--- config.mk ---
export PLATFORM = sky130hd
export DESIGN_NAME = gf16_lagged_recurrence_generator
export DESIGN_NICKNAME = d
export VERILOG_FILES = /design/src/gflr_pkg.sv /design/src/gf16_lagged_recurrence_generator.sv
export SDC_FILE = /design/constraint.sdc
export NUM_CORES = 1
export LEC_CHECK = 0
export ABC_AREA = 1
export BUFFER_PORTS_ARGS = -buffer_cell sky130_fd_sc_hd__buf_2
export CELL_PAD_IN_SITES_DETAIL_PLACEMENT = 2
export CELL_PAD_IN_SITES_GLOBAL_PLACEMENT = 2
export CORE_MARGIN = 2
export CORE_UTILIZATION = 25
export CTS_BUF_LIST = sky130_fd_sc_hd__clkbuf_4
export DETAILED_ROUTE_END_ITERATION = 7
export PLACE_DENSITY = 0.56
export SLEW_MARGIN = 20
export SYNTH_ARGS = -nofsm -noshare
export SYNTH_HDL_FRONTEND = slang
export SYNTH_SLANG_ARGS = --single-unit
--- constraint.sdc ---
create_clock -name i_clk -period 4.78 [get_ports i_clk]
set_input_delay 0.956 -clock i_clk [delete_from_list [all_inputs] [get_ports i_clk]]
set_output_delay 0.956 -clock i_clk [all_outputs]
set_load 0.01 [all_outputs]
--- src/gflr_pkg.sv ---
// gflr_pkg: widths, types, codes and the GF(2^16) multiply-by-x helper
// for the lagged recurrence generator; no dependencies
`default_nettype none

package gflr_pkg;

    localparam int WORD_BITS  = 16;
    localparam int RING_DEPTH = 32;
    localparam int IDX_BITS   = $clog2(RING_DEPTH);
    localparam int LAG_BITS   = 5;
    localparam int CFG_BITS   = 1;

    typedef logic [WORD_BITS-1:0] t_word;
    typedef logic [IDX_BITS-1:0]  t_idx;
    typedef logic [LAG_BITS-1:0]  t_lag;

    typedef enum logic {
        OP_LOAD = 1'b0,
        OP_STEP = 1'b1
    } t_op;

    typedef enum logic [CFG_BITS-1:0] {
        CFG_POLY = 1'b0,
        CFG_LAG  = 1'b1
    } t_cfg_idx;

    localparam t_word POLY_RESET = t_word'(16'h100B);
    localparam t_lag  LAG_RESET  = t_lag'(10);

    // shift left one place, fold the feedback polynomial back in on overflow
    function automatic t_word times_x(input t_word w, input t_word poly);
        t_word shifted;
        shifted = {w[WORD_BITS-2:0], 1'b0};
        if (w[WORD_BITS-1]) begin
            shifted = shifted ^ poly;
        end
        return shifted;
    endfunction

endpackage

`default_nettype wire

--- src/gf16_lagged_recurrence_generator.sv ---
// lagged recurrence generator over GF(2^16): ring memory with two read ports,
// one write port, forwarding from the write stage; uses gflr_pkg
//
// channel   | direction | handshake              | payload
// ----------+-----------+------------------------+---------------------------------
// s_axis    | in        | tvalid / tready        | tdata = seed_word, tuser = opcode
// m_axis    | out       | tvalid / tready        | tdata = new_word
// cfg       | in        | i_cfg_we (no wait)     | 0 feedback_poly, 1 short_lag
//
// one item per cycle unless a step waits behind an unread result; a step reads
// both words when accepted, then shift-xors, writes back and registers its result
// when the write stage fires; a load writes the ring and gives no result
// reset clears the index, the control flags and the per-entry valid bits at once
// an unread result stalls the input only while a step waits behind it
`default_nettype none

module gf16_lagged_recurrence_generator (
    input  wire                    i_clk,
    input  wire                    i_rst_n,
    input  wire                    s_axis_tvalid,
    output logic                   s_axis_tready,
    input  wire  [15:0]            s_axis_tdata,   // [15:0] seed_word
    input  wire                    s_axis_tuser,   // [0] opcode
    output logic                   m_axis_tvalid,
    input  wire                    m_axis_tready,
    output logic [15:0]            m_axis_tdata,   // [15:0] new_word
    input  wire                    i_cfg_we,
    input  wire  [gflr_pkg::CFG_BITS-1:0] i_cfg_addr,
    input  wire  [15:0]            i_cfg_wdata
);
    import gflr_pkg::*;

    // configuration
    t_word r_poly;
    t_lag  r_lag;

    // ring memory and valid bits
    t_word r_mem [RING_DEPTH];
    logic [RING_DEPTH-1:0] r_vld;

    // issue side
    t_idx r_idx;
    t_idx n_idx;
    t_idx n_tap;
    logic [IDX_BITS:0] tap_sum;
    logic accept;

    // write stage
    logic  r_s1_valid;
    t_op   r_s1_op;
    t_word r_s1_seed;
    t_idx  r_s1_addr;
    t_word r_rd_here;
    t_word r_rd_tap;
    logic  r_here_vld;
    logic  r_tap_vld;
    logic  r_fwd_here;
    logic  r_fwd_tap;
    t_word r_fwd_word;
    logic  s1_fire;
    t_word here_w;
    t_word tap_w;
    t_word step_w;
    t_word wr_data;

    // output register
    logic  r_out_valid;
    t_word r_out_word;

    always_ff @(posedge i_clk) begin
        if (!i_rst_n) begin
            r_poly <= POLY_RESET;
            r_lag  <= LAG_RESET;
        end else if (i_cfg_we) begin
            unique case (t_cfg_idx'(i_cfg_addr))
                CFG_POLY: r_poly <= i_cfg_wdata;
                CFG_LAG:  r_lag  <= i_cfg_wdata[LAG_BITS-1:0];
                default:  ;
            endcase
        end
    end

    // lag stays below the depth, so one compare-subtract wraps the tap
    always_comb begin
        n_idx   = (r_idx == t_idx'(RING_DEPTH - 1)) ? '0 : r_idx + 1'b1;
        tap_sum = {1'b0, r_idx} + (IDX_BITS+1)'(r_lag);
        if (tap_sum >= (IDX_BITS+1)'(RING_DEPTH)) begin
            tap_sum = tap_sum - (IDX_BITS+1)'(RING_DEPTH);
        end
        n_tap = tap_sum[IDX_BITS-1:0];
    end

    assign s1_fire       = r_s1_valid && (r_s1_op == OP_LOAD || !r_out_valid || m_axis_tready);
    assign s_axis_tready = !r_s1_valid || s1_fire;
    assign accept        = s_axis_tvalid && s_axis_tready;

    // write-stage datapath: forwarded word beats memory, unwritten entries read zero
    always_comb begin
        if (r_fwd_here) begin
            here_w = r_fwd_word;
        end else begin
            here_w = r_here_vld ? r_rd_here : '0;
        end
        if (r_fwd_tap) begin
            tap_w = r_fwd_word;
        end else begin
            tap_w = r_tap_vld ? r_rd_tap : '0;
        end
        step_w  = times_x(tap_w, r_poly) ^ here_w;
        wr_data = (r_s1_op == OP_STEP) ? step_w : r_s1_seed;
    end

    always_ff @(posedge i_clk) begin
        if (accept) begin
            r_rd_here <= r_mem[r_idx];
            r_rd_tap  <= r_mem[n_tap];
            r_s1_op   <= t_op'(s_axis_tuser);
            r_s1_seed <= s_axis_tdata;
            r_s1_addr <= r_idx;
        end
        if (s1_fire) begin
            r_mem[r_s1_addr] <= wr_data;
        end
        // the word written this edge also feeds the item read this edge
        if (accept) begin
            r_fwd_word <= wr_data;
        end
        if (s1_fire && r_s1_op == OP_STEP) begin
            r_out_word <= step_w;
        end
    end

    always_ff @(posedge i_clk) begin
        if (!i_rst_n) begin
            r_idx       <= '0;
            r_vld       <= '0;
            r_s1_valid  <= 1'b0;
            r_here_vld  <= 1'b0;
            r_tap_vld   <= 1'b0;
            r_fwd_here  <= 1'b0;
            r_fwd_tap   <= 1'b0;
            r_out_valid <= 1'b0;
        end else begin
            if (accept) begin
                r_idx      <= n_idx;
                r_here_vld <= r_vld[r_idx];
                r_tap_vld  <= r_vld[n_tap];
                r_fwd_here <= s1_fire && (r_s1_addr == r_idx);
                r_fwd_tap  <= s1_fire && (r_s1_addr == n_tap);
            end
            if (s1_fire) begin
                r_vld[r_s1_addr] <= 1'b1;
            end
            if (accept) begin
                r_s1_valid <= 1'b1;
            end else if (s1_fire) begin
                r_s1_valid <= 1'b0;
            end
            if (s1_fire && r_s1_op == OP_STEP) begin
                r_out_valid <= 1'b1;
            end else if (m_axis_tready) begin
                r_out_valid <= 1'b0;
            end
        end
    end

    assign m_axis_tvalid = r_out_valid;
    assign m_axis_tdata  = r_out_word;

`ifndef SYNTHESIS
    a_stall_cause: assert property (@(posedge i_clk) disable iff (!i_rst_n)
        !s_axis_tready |-> r_s1_valid && r_s1_op == OP_STEP && r_out_valid && !m_axis_tready)
        else $error("input stalled without a blocked step");

    a_index_step: assert property (@(posedge i_clk) disable iff (!i_rst_n)
        accept |=> r_idx == ($past(r_idx) == t_idx'(RING_DEPTH - 1) ? '0 : $past(r_idx) + 1'b1))
        else $error("ring index did not advance by one");

    a_fwd_source: assert property (@(posedge i_clk) disable iff (!i_rst_n)
        r_s1_valid && r_fwd_tap |-> r_lag == t_lag'(RING_DEPTH - 1))
        else $error("tap forwarded from a word that is not one entry behind");

    a_out_from_step: assert property (@(posedge i_clk) disable iff (!i_rst_n)
        $rose(r_out_valid) |-> $past(r_s1_valid && r_s1_op == OP_STEP))
        else $error("result raised without a step item");

    a_held_result: assert property (@(posedge i_clk) disable iff (!i_rst_n)
        r_out_valid && !m_axis_tready |=> r_out_valid && $stable(r_out_word))
        else $error("result changed while waiting for the receiver");
`endif

endmodule

`default_nettype wire
=== Yosys cells after proc, flatten, opt, wreduce, memory -nomap -nowiden ===
Memories as Yosys holds them, arrays and structs flattened. A register that Yosys moved wholly into a read port is not among the register bits.
Index checks and enable logic that the tools add are counted.

* Memories: 1
* Logic and storage cells: 67
* Output and inout port bits: 18
* Register bits after elaboration: 118
* Input bits: 39
* Memory bits (writable): 512

{| class="wikitable"
|+ Memory list
! memory !! depth !! width !! read ports !! clocked after Yosys merged registers in !! write ports !! line !! RTL
|-
| r_mem || 32 || 16 || 2 || 2 || 1 || gf16_lagged_recurrence_generator.sv:38 || <nowiki>t_word r_mem [RING_DEPTH];</nowiki>
|}

* Reduce and logical (&&, ||, !) cells: 15
* Order comparisons: 5
* Muxes and demuxes: 20
* Add/sub/neg operators: 3
* Bitwise operators: 5
* Equal/unequal tests: 3

{| class="wikitable"
|+ Operators with widths
! cell !! count
|-
| $mux 16 || 6
|-
| $or 32x32->32 || 1
|-
| $xor 16x16->16 || 2
|-
| $lt 5x6->1 const B || 3
|-
| $bmux 1 s5 || 2
|-
| $eq 5x5->1 || 2
|-
| $mux 5 || 2
|-
| $mux 1 || 9
|-
| $add 5x5->6 || 1
|-
| $ge 6x6->1 const B || 1
|-
| $logic_and 1x1->1 || 6
|-
| $add 5x1->5 const B || 1
|-
| $demux 1 s5 || 1
|-
| $eq 5x5->1 const B || 1
|-
| $ge 5x1->1 const B || 1
|-
| $sub 5x1->5 const B || 1
|-
| $reduce_and 2->1 || 2
|-
| $reduce_bool 2->1 || 2
|-
| $logic_or 1x1->1 || 3
|-
| $logic_not 1->1 || 2
|-
| $not 1->1 || 2
|}

=== Longest topological paths before layout ===
Gate-level depths: netlist (run 1).

* Depth after elaboration: 7
* Gate-level depth with buffers: 15
* Depth with buffers taken out: 12

=== Worst setup path before layout (run 1) ===
Ideal clock, no wire load.

* Path kind: input to register
* From: input m_axis_tready
* To: register r_fwd_here
* Setup slack: 0.774 ns
* Library setup time: 0.100 ns
* Stages: 7
* Buffers on the path: 1
* Required time: 4.680 ns
* Arrival: 3.906 ns
* Cells stage by stage: inv_1 nand4_1 nand2_1 inv_1 clkbuf_1 o21ai_0 a21oi_1

* Word-level cells in the longest chain between the ends: 4
* Elaborated cells between the ends (all ways): 5

{| class="wikitable"
|+ Ends and longest elaborated chain
! element !! line !! RTL
|-
| start, declared || gf16_lagged_recurrence_generator.sv:25 || <nowiki>input wire m_axis_tready,</nowiki>
|-
| $logic_or 1x1->1 || gf16_lagged_recurrence_generator.sv:93 || <nowiki>assign s1_fire = r_s1_valid && (r_s1_op == OP_LOAD || !r_out_valid || m_axis_tready);</nowiki>
|-
| $logic_and 1x1->1 || gf16_lagged_recurrence_generator.sv:93 ||
|-
| $logic_or 1x1->1 || gf16_lagged_recurrence_generator.sv:94 || <nowiki>assign s_axis_tready = !r_s1_valid || s1_fire;</nowiki>
|-
| named net s_axis_tready || gf16_lagged_recurrence_generator.sv:21 || <nowiki>output logic s_axis_tready,</nowiki>
|-
| $logic_and 1x1->1 || gf16_lagged_recurrence_generator.sv:95 || <nowiki>assign accept = s_axis_tvalid && s_axis_tready;</nowiki>
|-
| named net accept || gf16_lagged_recurrence_generator.sv:46 || <nowiki>logic accept;</nowiki>
|-
| end signal, assigned || gf16_lagged_recurrence_generator.sv:148 || <nowiki>r_fwd_here <= s1_fire && (r_s1_addr == r_idx);</nowiki>
|-
| end, declared || gf16_lagged_recurrence_generator.sv:57 || <nowiki>logic r_fwd_here;</nowiki>
|}

The timed path passes the listed nets, and every way through them passes these cells.
A chain may end at the register's enable or synchronous reset.

=== Final worst setup path (run 1) ===
* From: register r_idx[1]
* To: register r_rd_tap[6], read port of r_mem, data pin

* Word-level cells in the longest chain between the ends: 3
* Elaborated cells between the ends (all ways): 4

{| class="wikitable"
|+ Ends and longest elaborated chain
! element !! line !! RTL
|-
| start, declared || gf16_lagged_recurrence_generator.sv:42 || <nowiki>t_idx r_idx;</nowiki>
|-
| start signal, assigned || gf16_lagged_recurrence_generator.sv:145 || <nowiki>r_idx <= n_idx;</nowiki>
|-
| $add 5x5->6 (*) || gf16_lagged_recurrence_generator.sv:86 || <nowiki>tap_sum = {1'b0, r_idx} + (IDX_BITS+1)'(r_lag);</nowiki>
|-
| $sub 5x1->5 / $ge 6x6->1 (equally long branches) || gf16_lagged_recurrence_generator.sv:88, gf16_lagged_recurrence_generator.sv:87 ||
|-
| $mux 5 (*) || gf16_lagged_recurrence_generator.sv:87 || <nowiki>if (tap_sum >= (IDX_BITS+1)'(RING_DEPTH)) begin</nowiki>
|-
| end, declared || gf16_lagged_recurrence_generator.sv:54 || <nowiki>t_word r_rd_tap;</nowiki>
|}

Every way passes the cells marked *; elsewhere a longest branch is shown, timed or not.

==> results.ini, run 1 <==
[detailed_routing]
drtIter0Drc = 1755
wl_per_cell_um = 26.5
wirelength_um = 142000
via_count = 27300
drtAntennaViolNets = 0
first_pass_iters = 5
viasPerCell = 5.10
drc = 0

[finish]
multi_input_area_mm2 = 0.0112
regArea_mm2 = 0.0192
area_growth_pct = 17.1
drive_above_1_share = 0.150
nets = 3586
fillerInstances = 14100

[synthesis]
synth_ff_type = edfxtp_1
synthCells = 3385
yosysTopAreaCell = edfxtp_1
avgSynthCellArea_um2 = 9.37
synth-edff-count = 598
netlist.area_leader.share = 0.566
async_reset_ff_frac = 0
synth_top_cells_by_area = edfxtp_1 (57%), o21ai_0 (8.0%), nand2_1 (7.1%), nor2_1 (7.0%), nand3_1 (5.0%)
syn-num-nets = 3431
synth_warnings = 0
yosys-top-cells-count = edfxtp_1 (598), nand2_1 (597), nor2_1 (591)
ys_seq_area_frac = 0.607
syn-cell-area_mm2 = 0.0317
synthMostInstantiatedCell = edfxtp_1
synth_cell_type_count = 33
synth_seq_cells = 662

[global_route]
overflow = 0
grt_first_pass_wirelength_um = 205000
grt_max_degree = 129
antenna_found_initial = 8
track_usage = 0.218
grt_pass1_vias = 29100

[clocking]
clock_latency_ns = 1.19
cts.sinks = 662
clk_pin_slew_worst_paths_ns = 0.07
cts-resized-gates = 0
post_cts_buffers = 0
cts_tree = built
numCtsBuffers = 195
htreeDepth = 4
root_buffer = clkbuf_4
ctsLongestPathBuffers = 3

[power_and_ir_drop]
power_density_mw_per_mm2 = 409
ir_drop_v = 0.000243
total_leakage_power_nw = 13.3

[timing]
tightest_slew_ns = 1.04
maxSlewHeadroom = 0.303
fmaxAchievable_ghz = 0.283
whs_ns = 0.155
period_share = 0.740
hold_viol_final = 0
setup_violations = 0
fin_crit_ns = 3.53
tns_ns = 0
fin_skew_ns = 0.0763
rsz0062_at_grt = false
finalMaxSlewViolations = 0

[die]
die_area_mm2 = 0.130
core_area_mm2 = 0.126
ios = 57
start_util = 0.252
die_y_um = 360
rows = 130
die_x_um = 360

[worst_setup_path]
r2r_start = r_idx[1]$_SDFFE_PN0P_
worstSetupStartpointType = register
slowest_delay_ns = 0.84
path_max_fanout = 40
reg2reg_depth = 10
required_ns = 5.80
r2r-end = r_rd_tap[6]$_DFFE_PP_
cp.arrival_ns = 4.55
path_cells = inv_6, fa_4, inv_4, buf_4, o21ai_0, o21ai_0, nand2_1, nand3_1, nand2_1, o21ai_1
critPathCaptureType = register
crit_path_top_delay_cell = fa_4
critPathKind = register to register
reg2reg_slack_ns = 1.25

[worst_hold_path]
hp-class = primary input to register
hold_path_depth = 3
hold_end = r_poly[11]$_SDFFE_PN0P_
min-delay-start = i_cfg_wdata[11]

[placed_design]
gp_congestion = 0.798
port_buffers = 56
dp_hpwl_um = 84300

[run_status]
outcome = completed

[flow_run]
drv_cap = 0

critical path: cells and delay by family (launching register included):
kind                     cells  cell delay (ns)
AO/OA/AOI/OAI                3             0.53
flip-flops                   1             0.36
adder cells (fa/ha/maj)      1             0.84
buffers and inverters        3             1.34
AND/OR/NAND/NOR              3             0.29
state kept, by name (all words and copies together) (netlist names):
name and cells:
r_mem 512, r_vld 32, m_axis_tdata 16, r_fwd_word 16, r_poly 16, r_rd_here 16
r_rd_tap 16, r_s1_seed 16, r_idx 5, r_lag 5, r_s1_addr 5, m_axis_tvalid 1
r_fwd_here 1, r_fwd_tap 1, r_here_vld 1, r_s1_op 1, r_s1_valid 1, r_tap_vld 1
layer usage:
layer  vias to the layer above  share of wire  global-route usage
met5                         -              0                   0
met3                       246          0.052              0.0346
met1                     14000           0.46               0.296
li1                      12300              -                   -
met4                         0          0.042               0.101
met2                       728           0.45               0.338
cell families (layout without fill, tap and decap cells):
| group | count (synthesis) | after routing | synth area share |
|---|---|---|---|
| AOI/OAI and AO/OA | 791 | 791 | 0.139 |
| other | 0 | 5 | 0 |
| DFF | 662 | 662 | 0.607 |
| buffers and inverters | 370 | 687 | 0.0490 |
| adders and majority gates | 7 | 7 | 0.00300 |
| and+or+nand+nor | 1532 | 1532 | 0.196 |
| xor gates and xnor gates | 23 | 23 | 0.00659 |
stage by stage:
step           instances  instance area [µm²]  total power [mW]   util  setup slack (ns)
6_report            5357                37100              15.2  0.295              1.25
2_1_floorplan       3385                31700              8.27      -             0.774
3_3_place_gp        4965                34300              9.67  0.273              1.21
3_5_place_dp        4965                34300              9.69  0.273              1.20
4_1_cts             5352                37100              15.4  0.295              1.25
5_1_grt             5353                37100              15.9  0.295              1.06
worst max path at each step:
stage                     startpoint                       to  slack (ns)
2_1_floorplan          m_axis_tready  r_fwd_here$_SDFFE_PN0P_        0.77
3_3_place_gp   r_idx[1]$_SDFFE_PN0P_   r_rd_tap[11]$_DFFE_PP_        1.21
3_5_place_dp   r_idx[1]$_SDFFE_PN0P_   r_rd_tap[11]$_DFFE_PP_        1.20
4_1_cts        r_idx[1]$_SDFFE_PN0P_   r_rd_tap[11]$_DFFE_PP_        1.25
5_1_grt        r_idx[1]$_SDFFE_PN0P_    r_rd_tap[2]$_DFFE_PP_        1.06
6_report       r_idx[1]$_SDFFE_PN0P_    r_rd_tap[6]$_DFFE_PP_        1.25
cell usage in the layout (no fill, tap or decap), types with 2 or more instances in the layout:
cell / instances
a21oi_1: 67
a22oi_1: 2
a31oi_1: 32
buf_12: 13
buf_2: 56
buf_4: 108
clkbuf_4: 303
clkinv_1: 48
clkinv_2: 3
clkinvlp_4: 3
dfxtp_1: 61
dfxtp_4: 2
diode_2: 5
dlygate4sd3_1: 28
edfxtp_1: 598
ha_1: 5
inv_1: 110
inv_2: 10
inv_8: 2
nand2_1: 596
nand3_1: 320
nand3b_1: 3
nand4_1: 6
nor2_1: 558
nor2_2: 32
o211ai_1: 36
o21ai_0: 499
o21ai_1: 28
o21ai_2: 5
o21ai_4: 8
o221ai_1: 64
o22ai_1: 48
or2_0: 13
xnor2_1: 18
xor2_1: 3
timing repair:
action / in CTS / in global routing
setup endpoints to repair: 0 / 0
hold buffers: 28 / 0
endpoints found under the hold margin: 29 / 0
where the power goes:
| group | internal (mW) | switching [mW] | leakage [nW] |
|---|---|---|---|
| combinational | 0.704 | 2.20 | 5.76 |
| sequential | 6.59 | 0.0773 | 6.01 |
| clock | 2.92 | 2.69 | 1.51 |
| total | 10.2 | 4.96 | 13.3 |
final cells by class:
cell class | instances | share of cell area
inverter | 123 | 0.0131
tap | 1650 | 0.0556
sequential | 662 | 0.518
clock inverter | 56 | 0.00674
multi-input combinational | 2353 | 0.301
antenna | 5 | 0.000337
clock buffer | 303 | 0.0612
timing repair buffer | 205 | 0.0439
No activity file was read; power rests on OpenSTA's default activity.
==> run 2: changes to the inputs <==
- clock period: 4.78 -> 3.4 ns (I/O delays scaled with it)
==> run 2 against run 1 <==
  * Sequential power rose by 41%
  * Worst setup slack got worse by 1.1 ns
  * Count of clock-buffer cells in the layout fell by 13
  * Final cell count rose by 1.4%
  * Register-to-register slack got worse by 1.1 ns
  * Combinational power rose by 45%
  * Flip-flop and latch count did not move
  * Power rose by 42%
  * Via count rose by 2.2%
  * Clock skew fell by 0.0062 ns
  * Global-route usage rose by 0.43 points
  * First-iteration DRC count rose by 28%
  * Critical path type unchanged
  * Highest routed layer is now met5
==> results.ini, run 2 (same netlist as run 1, synthesis figures left out) <==
[global_route]
overflow = 0  ; unchanged
track_usage = 0.222  ; was 0.218
antenna_found_initial = 9  ; was 8
grt_pass1_vias = 29300  ; was 29,100
grt_max_degree = 122  ; was 129
grt_first_pass_wirelength_um = 210000  ; was 205,000 µm

[power_and_ir_drop]
p_switching_mw = 7.04  ; was 4.96 mW
p_sw_frac = 0.327  ; about the same
p_int_mw = 14.5  ; was 10.2 mW
ir_drop_v = 0.000345  ; was 0.000243 V
power_frac_comb = 0.195  ; was 0.191
power_frac_seq = 0.437  ; was 0.440
clkPwrFrac = 0.368  ; was 0.369
total_leakage_power_nw = 13.7  ; was 13.3 nW
power_density_mw_per_mm2 = 567  ; was 409 mW/mm²
power.total_mw = 21.5  ; was 15.2 mW

[finish]
reg_top3 = r_mem: 512 flops, r_vld: 32 flops  ; unchanged
nets = 3658  ; was 3,586
largest_reg_flops = 512  ; unchanged
final_cells = 5431  ; was 5,357
final_cell_mix = edfxtp_1 (598), nand2_1 (596), nor2_1 (558)  ; unchanged
regMostFlops = r_mem  ; unchanged
drive_above_1_share = 0.160  ; was 0.150
fillerInstances = 14000  ; was 14,100
layout_commonest_cell = edfxtp_1  ; unchanged
area_growth_pct = 19.8  ; was 17.1%

[detailed_routing]
viasPerCell = 5.14  ; was 5.10
drtAntennaViolNets = 0  ; unchanged
wl_per_cell_um = 26.8  ; was 26.5 µm
first_pass_iters = 5  ; unchanged
via_count = 27900  ; was 27,300
drc = 0  ; unchanged
wirelength_um = 146000  ; was 142,000 µm
drtIter0Drc = 2241  ; was 1,755

[clocking]
root_buffer = clkbuf_4  ; unchanged
cts.sinks = 662  ; unchanged
cts_tree = built  ; unchanged
clock_latency_ns = 1.18  ; was 1.19 ns
post_cts_buffers = 0  ; unchanged
clk_pin_slew_worst_paths_ns = 0.06  ; was 0.07 ns
htreeDepth = 4  ; unchanged
ctsLongestPathBuffers = 3  ; unchanged
numCtsBuffers = 193  ; was 195

[timing]
finalMaxSlewViolations = 0  ; unchanged
fin_skew_ns = 0.0701  ; was 0.0763 ns
tns_ns = 0  ; unchanged
period_share = 0.968  ; was 0.740
maxSlewHeadroom = 0.437  ; was 0.303
hold_viol_final = 0  ; unchanged
setup_violations = 0  ; unchanged
tightest_slew_ns = 0.842  ; was 1.04 ns
fmaxAchievable_ghz = 0.304  ; was 0.283 GHz
rsz0062_at_grt = false  ; unchanged
fin_crit_ns = 3.29  ; was 3.53 ns

[worst_setup_path]
worstSetupStartpointType = register  ; unchanged
cp.arrival_ns = 4.19  ; was 4.55 ns
required_ns = 4.30  ; was 5.80 ns
path_max_fanout = 74  ; was 40
critPathCaptureType = register  ; unchanged
critPathKind = register to register  ; unchanged

[placed_design]
port_buffers = 56  ; unchanged
gp_congestion = 0.806  ; was 0.798
dp_cells = 5016  ; was 4,965
dp_hpwl_um = 88600  ; was 84,300 µm

[die]
die_x_um = 360  ; unchanged
die_y_um = 360  ; unchanged
rows = 130  ; unchanged
ios = 57  ; unchanged
die_area_mm2 = 0.130  ; unchanged
start_util = 0.252  ; unchanged
core_area_mm2 = 0.126  ; unchanged

[flow_run]
drv_cap = 0  ; unchanged

[worst_hold_path]
hp-class = primary input to register  ; unchanged

[run_status]
outcome = completed  ; unchanged

## run 2: changes by cell type in the layout (fill, tap and decap cells not counted), moves of 3 or more
cell           delta
dlygate4sd3_1    +23
clkbuf_4         -13
clkinv_2          +4
clkinvlp_4        -3
inv_2             +4
diode_2           +4
buf_4            +32
buf_12           +19
## run 2: what timing repair did
action / CTS / global route
gates resized for setup: 0 / 2
hold buffers: 51 / 0
setup endpoints to repair: 0 / 2
hold endpoints to repair: 47 / 0
## run 2: layout make-up
cell class	count	area, µm²	area share
repair buffers	279	2480	0.0653
flip-flops and latches	662	19200	0.507
well taps	1650	2060	0.0543
multi-input cells	2353	11200	0.294
clock inverters	65	335	0.00883
diodes	9	22.5	0.000593
clock buffers	290	2180	0.0573
inverters	123	485	0.0128
## run 2: stage by stage
stage / instance area (µm²) / worst slack, ns / util / hold slack, ns
6_report: 38000 / 0.110 / 0.302 / 0.253
5_1_grt: 38000 / 0.0184 / 0.302 / 0.171
4_1_cts: 38000 / 0.0405 / 0.302 / 0.0911
3_5_place_dp: 34900 / 0.0859 / 0.278 / 0.463
3_3_place_gp: 34900 / 0.104 / 0.278 / 0.450
2_1_floorplan: 31700 / 0.411 / - / 0.429
## run 2: power by group through the flow
stage | clock, mW | sequential, mW | combinational, mW
3_5_place_dp | 0 | 9.59 | 4.17
5_1_grt | 8.62 | 9.42 | 4.56
3_3_place_gp | 0 | 9.59 | 4.15
4_1_cts | 8.23 | 9.41 | 4.24
6_report | 7.92 | 9.42 | 4.20
2_1_floorplan | 0 | 9.50 | 2.12
## run 2: final timing paths
kind,startpoint,endpoint,slack [ns],depth (start not counted)
max,r_lag[0]$_SDFFE_PN0P_,r_rd_tap[14]$_DFFE_PP_,0.11,10
min,s_axis_tuser,r_s1_op$_DFFE_PP_,0.25,2
max reg2reg,r_lag[0]$_SDFFE_PN0P_,r_rd_tap[14]$_DFFE_PP_,0.11,10
min reg2reg,r_vld[9]$_SDFFE_PN0P_,r_vld[9]$_SDFFE_PN0P_,0.47,2
## run 2: worst max-delay path, cell delays in order (launching register included)
cell and delay [ns]:
dfxtp_1 0.39, ha_4 0.16, inv_1 0.05, fa_4 0.80, buf_12 0.17, buf_12 0.34, nor2_1 0.10, o21ai_0 0.10
o211ai_1 0.13, a21oi_1 0.57, o21ai_1 0.15
## run 2: per-layer routing
metal / wire, µm / global-route usage
met1: 67700 / 0.305
met2: 67800 / 0.359
met3: 6940 / 0.0349
met4: 3200 / 0.0656
met5: 7 / 0
